[src/fifomax_pkg.sv]
`timescale 1ns / 1ps

package fifomax_pkg;

   localparam int DEPTH_DEFAULT = 64;
   localparam int VALUE_W       = 32;
   localparam int STATUS_W      = 2;

   localparam logic signed [VALUE_W-1:0] MIN_VALUE = {1'b1, {(VALUE_W-1){1'b0}}};

   localparam logic CMD_ENQ = 1'b0;
   localparam logic CMD_DEQ = 1'b1;

   localparam logic [STATUS_W-1:0] ST_OK        = 2'd0;
   localparam logic [STATUS_W-1:0] ST_DEQ_EMPTY = 2'd1;
   localparam logic [STATUS_W-1:0] ST_ENQ_FULL  = 2'd2;

   // one cell's contents: entry plus max of this entry and all younger ones
   typedef struct packed {
      logic                      valid;
      logic signed [VALUE_W-1:0] value;
      logic signed [VALUE_W-1:0] max;
   } fifomax_slot_type;

   // broadcast to every cell
   typedef struct packed {
      logic                      enq;
      logic                      deq;
      logic signed [VALUE_W-1:0] value;
   } fifomax_op_type;

   localparam fifomax_slot_type SLOT_EMPTY = '0;

endpackage

[src/fifomax_cell.sv]
`timescale 1ns / 1ps

module fifomax_cell
   import fifomax_pkg::*;
(
   input  logic             clock,
   input  logic             reset,
   input  fifomax_op_type   op,
   input  logic             prev_valid,
   input  fifomax_slot_type next_slot,
   output fifomax_slot_type slot
);

   logic                      valid_ff, valid_in;
   logic signed [VALUE_W-1:0] value_ff, value_in;
   logic signed [VALUE_W-1:0] max_ff, max_in;

   always_comb begin
      valid_in = valid_ff;
      value_in = value_ff;
      max_in   = max_ff;
      if (op.deq) begin
         valid_in = next_slot.valid;
         value_in = next_slot.value;
         max_in   = next_slot.max;
      end else if (op.enq) begin
         if (!valid_ff && prev_valid) begin
            valid_in = 1'b1;
            value_in = op.value;
            max_in   = op.value;
         end else if (valid_ff && (op.value > max_ff)) begin
            max_in = op.value;
         end
      end
   end

   always_ff @(posedge clock) begin
      if (reset) begin
         valid_ff <= 1'b0;
      end else begin
         valid_ff <= valid_in;
      end
   end

   always_ff @(posedge clock) begin
      value_ff <= value_in;
      max_ff   <= max_in;
   end

   assign slot.valid = valid_ff;
   assign slot.value = value_ff;
   assign slot.max   = max_ff;

endmodule

[config.mk]
export PLATFORM = sky130hd
export DESIGN_NAME = fifomax_cell
export DESIGN_NICKNAME = d
export VERILOG_FILES = /design/src/fifomax_pkg.sv /design/src/fifomax_cell.sv
export SDC_FILE = /design/constraint.sdc
export NUM_CORES = 1
export LEC_CHECK = 0
export ABC_AREA = 1
export ABC_CLOCK_PERIOD_IN_PS = 3850
export BUFFER_PORTS_ARGS = -buffer_cell sky130_fd_sc_hd__buf_4
export CELL_PAD_IN_SITES_DETAIL_PLACEMENT = 0
export CELL_PAD_IN_SITES_GLOBAL_PLACEMENT = 1
export CORE_MARGIN = 4
export CORE_UTILIZATION = 33
export DETAILED_ROUTE_END_ITERATION = 16
export GPL_TIMING_DRIVEN = 1
export PLACE_DENSITY_LB_ADDON = 0.1
export RECOVER_POWER = 100
export SKIP_CTS_REPAIR_TIMING = 1
export SLEW_MARGIN = 20
export SYNTH_ARGS = -nofsm -noshare
export SYNTH_HDL_FRONTEND = slang
export SYNTH_SLANG_ARGS = --single-unit
export TNS_END_PERCENT = 1
[constraint.sdc]
create_clock -name clock -period 3.85 [get_ports clock]
set_input_delay 0.1925 -clock clock [delete_from_list [all_inputs] [get_ports clock]]
set_output_delay 0.1925 -clock clock [all_outputs]
set_load 0.01 [all_outputs]
==> impl_metrics.json <==
{
  "clockPowerShare_pct": 27.8,
  "grt_start_max_net_pins": 67,
  "wl_per_cell_microns": 13.5,
  "report.final.setup_viol": 0,
  "ys_seq_area_share_pct": 55.1,
  "yosys_warnings": 0,
  "fin_nets": 693,
  "fin_crit_sh_pct": 71.3,
  "clk_latency_ns": 0.33,
  "synth_area_sq_mm": 0.00352,
  "holdPathStages": 3,
  "pin_count": 167,
  "worstMarginPinSlew_ns": 1.14,
  "cp_common_cell": "o21ai_0",
  "cts.sinks": 65,
  "final_cell_mix": "nand2_1, buf_4, clkbuf_1",
  "area_delta_synth_final_pct": 36.6,
  "finalHoldViolations": 0,
  "core_area_sq_mm": 0.0104,
  "post_route_cells_drive_above_1_share_pct": 22.3,
  "reg2regPathDepth": 13,
  "n_antenna_cell": 0,
  "crit_fanout": 66,
  "cts_root_buf": "clkbuf_8",
  "postLayoutSetupSlackWorst_ns": 1.11,
  "status": "completed",
  "antenna_found_initial": 0,
  "globalRouteTotalUtil_pct": 15.6,
  "finish.instance_area_sq_mm": 0.00482,
  "p_int_mw": 1.26,
  "peakVddDrop_v": 0.000174,
  "critPathRequiredTime_ns": 4.12,
  "power_frac_comb_pct": 22.1,
  "criticalPathCategory": "input pin to flop",
  "routed_wl_mm": 9.42,
  "maxCapViolCount": 0,
  "yosys.cell_types.count": 21,
  "switching_share_pct": 29.0,
  "p_sw_uw": 514,
  "cts_tree": "yes",
  "drv_slew": 0,
  "final_util_pct": 46.4,
  "die_area_sq_mm": 0.0124,
  "vias_per_cell": 4.38,
  "relSlewSlack_pct": 23.8,
  "fillerInstances": 1112,
  "clock_skew_ns": 0.0109,
  "cp.depth": 6,
  "syn_area_per_cell_sq_um": 9.01,
  "numPortBuffers": 166,
  "dpl_cell_area_sq_mm": 0.00491,
  "final_cells": 700,
  "place.gp.congestion": 0.721,
  "cp_num_buf_inv": 3,
  "cts_max_level": 3,
  "rows": 37,
  "critical-path-top-delay-family": "buffers and inverters",
  "crit_slowest_cell": "clkbuf_2",
  "firstDrtPassIters": 4,
  "synth.net_count": 525,
  "num_vias": 3065,
  "yosys.area.top_type": "edfxtp_1",
  "pre_cts_slack_ns": 1.31,
  "period_minus_slack_ns": 2.74,
  "ys_ff_latch": 65,
  "mostFrequentLayoutCell": "nand2_1",
  "grt_pass1_vias": 3207,
  "die_h_microns": 111,
  "hpwl_mm": 7.00,
  "cp-start-kind": "input pin",
  "clock_path_buffers": 2,
  "gr-total-overflow": 0,
  "end_kind": "flop",
  "fin_hold_ws_ns": 0.123,
  "syn_inst": 391,
  "die_w_microns": 111,
  "tns_ns": 0,
  "power_mw": 1.77,
  "p_leak_nw": 2.43,
  "drc": 0,
  "pwr-share-seq_pct": 50.1,
  "start_util_pct": 34.0,
  "power_density_mw_per_mm2": 368,
  "clk_pin_slew_worst_paths_ns": 0.08,
  "grt_pass1_wl_mm": 15.6,
  "hold_class": "input pin to flop",
  "worstPathArrival_ns": 3.01,
  "placed_cells": 683,
  "drt_iter0_markers": 95,
  "synth_top_area_share_pct": 54.5,
  "crit_chain": "buf_4 -> inv_1 -> o21ai_0 -> clkbuf_2 -> o21ai_0 -> a21oi_1",
  "slowest_delay_ns": 0.81,
  "ant_nets": 0,
  "rsz0062_at_grt": "false",
  "cts_buffers": 9,
  "fmax_ghz": 0.364,
  "synth_area_leaders": "edfxtp_1, nand2_1, ha_1, inv_1, a21oi_1"
}
-- metal layers --
layer	share of wire [%]	up-vias	global-route usage, %	wire length (microns)
li1	-	1589	-	-
met2	45	107	25.2	4200
met4	1.6	0	5.11	155
met3	7.1	12	4.73	672
met5	0	-	0	0
met1	47	1357	20.1	4390
-- worst paths after layout --
path | endpoint | from | slack [ns]
setup / recovery | valid_ff | op[32] | 1.11
hold / removal | max_ff[11] | next_slot[11] | 0.12
setup reg to reg | max_ff[15] | max_ff[5] | 1.43
hold reg to reg | valid_ff | valid_ff | 0.51
-- power groups by stage --
stage / sequential [mW] / combinational [mW] / clock (mW)
floorplan: 0.939 / 0.179 / 0
global placement: 0.905 / 0.450 / 0
detailed placement: 0.907 / 0.451 / 0
CTS: 0.892 / 0.453 / 0.513
global route: 0.898 / 0.456 / 0.547
finish: 0.890 / 0.391 / 0.493
-- registers in the layout, indices dropped and copies added, names as in the netlist --
name / cells
value_ff: 32
valid_ff: 1
max_ff: 32
-- Yosys cell counts --
| master | count |
|---|---|
| nand4_1 | 1 |
| nand3_1 | 3 |
| a21o_1 | 1 |
| dfxtp_1 | 1 |
| o21ai_0 | 3 |
| a21oi_2 | 1 |
| buf_2 | 7 |
| nand2_2 | 2 |
| nand2_1 | 199 |
| nand4_2 | 1 |
| ha_1 | 32 |
| inv_1 | 38 |
| o21a_1 | 2 |
| inv_2 | 5 |
| nor2_1 | 8 |
| o21ai_1 | 2 |
| clkbuf_1 | 3 |
| edfxtp_1 | 64 |
| buf_4 | 1 |
| a21oi_1 | 15 |
| nor2_2 | 2 |
-- cell families (layout without fill, tap and decap cells) --
family          after synthesis  in the layout  share of synthesized area (%)
simple gates                216            216                           23.7
buf+inv                      54            227                           6.11
flops                        65             65                           55.1
fa+ha+maj                    32             32                           11.4
compound gates               24             24                           3.73
-- layout make-up --
cell class | instances | area [sq um] | area share [%]
Tap cell | 136 | 170 | 3.53
Clock buffer | 12 | 135 | 2.81
Sequential cell | 65 | 1940 | 40.3
Inverter | 43 | 161 | 3.35
Timing Repair Buffer | 168 | 1020 | 21.1
Multi-Input combinational cell | 272 | 1370 | 28.4
Clock inverter | 4 | 20.0 | 0.416
-- worst register-to-register path, cell delays in order (launching register included) --
cell      delay [ns]
edfxtp_1        0.40
inv_1           0.07
ha_1            0.23
a21oi_1         0.16
nor2_1          0.05
nor2_1          0.09
nand2_1         0.06
nand2_1         0.05
nand2_1         0.05
nand2_1         0.07
nand2_1         0.05
nand2_1         0.05
nand3_1         0.07
nand2_2         0.62
(Power assumes the default switching activity.)
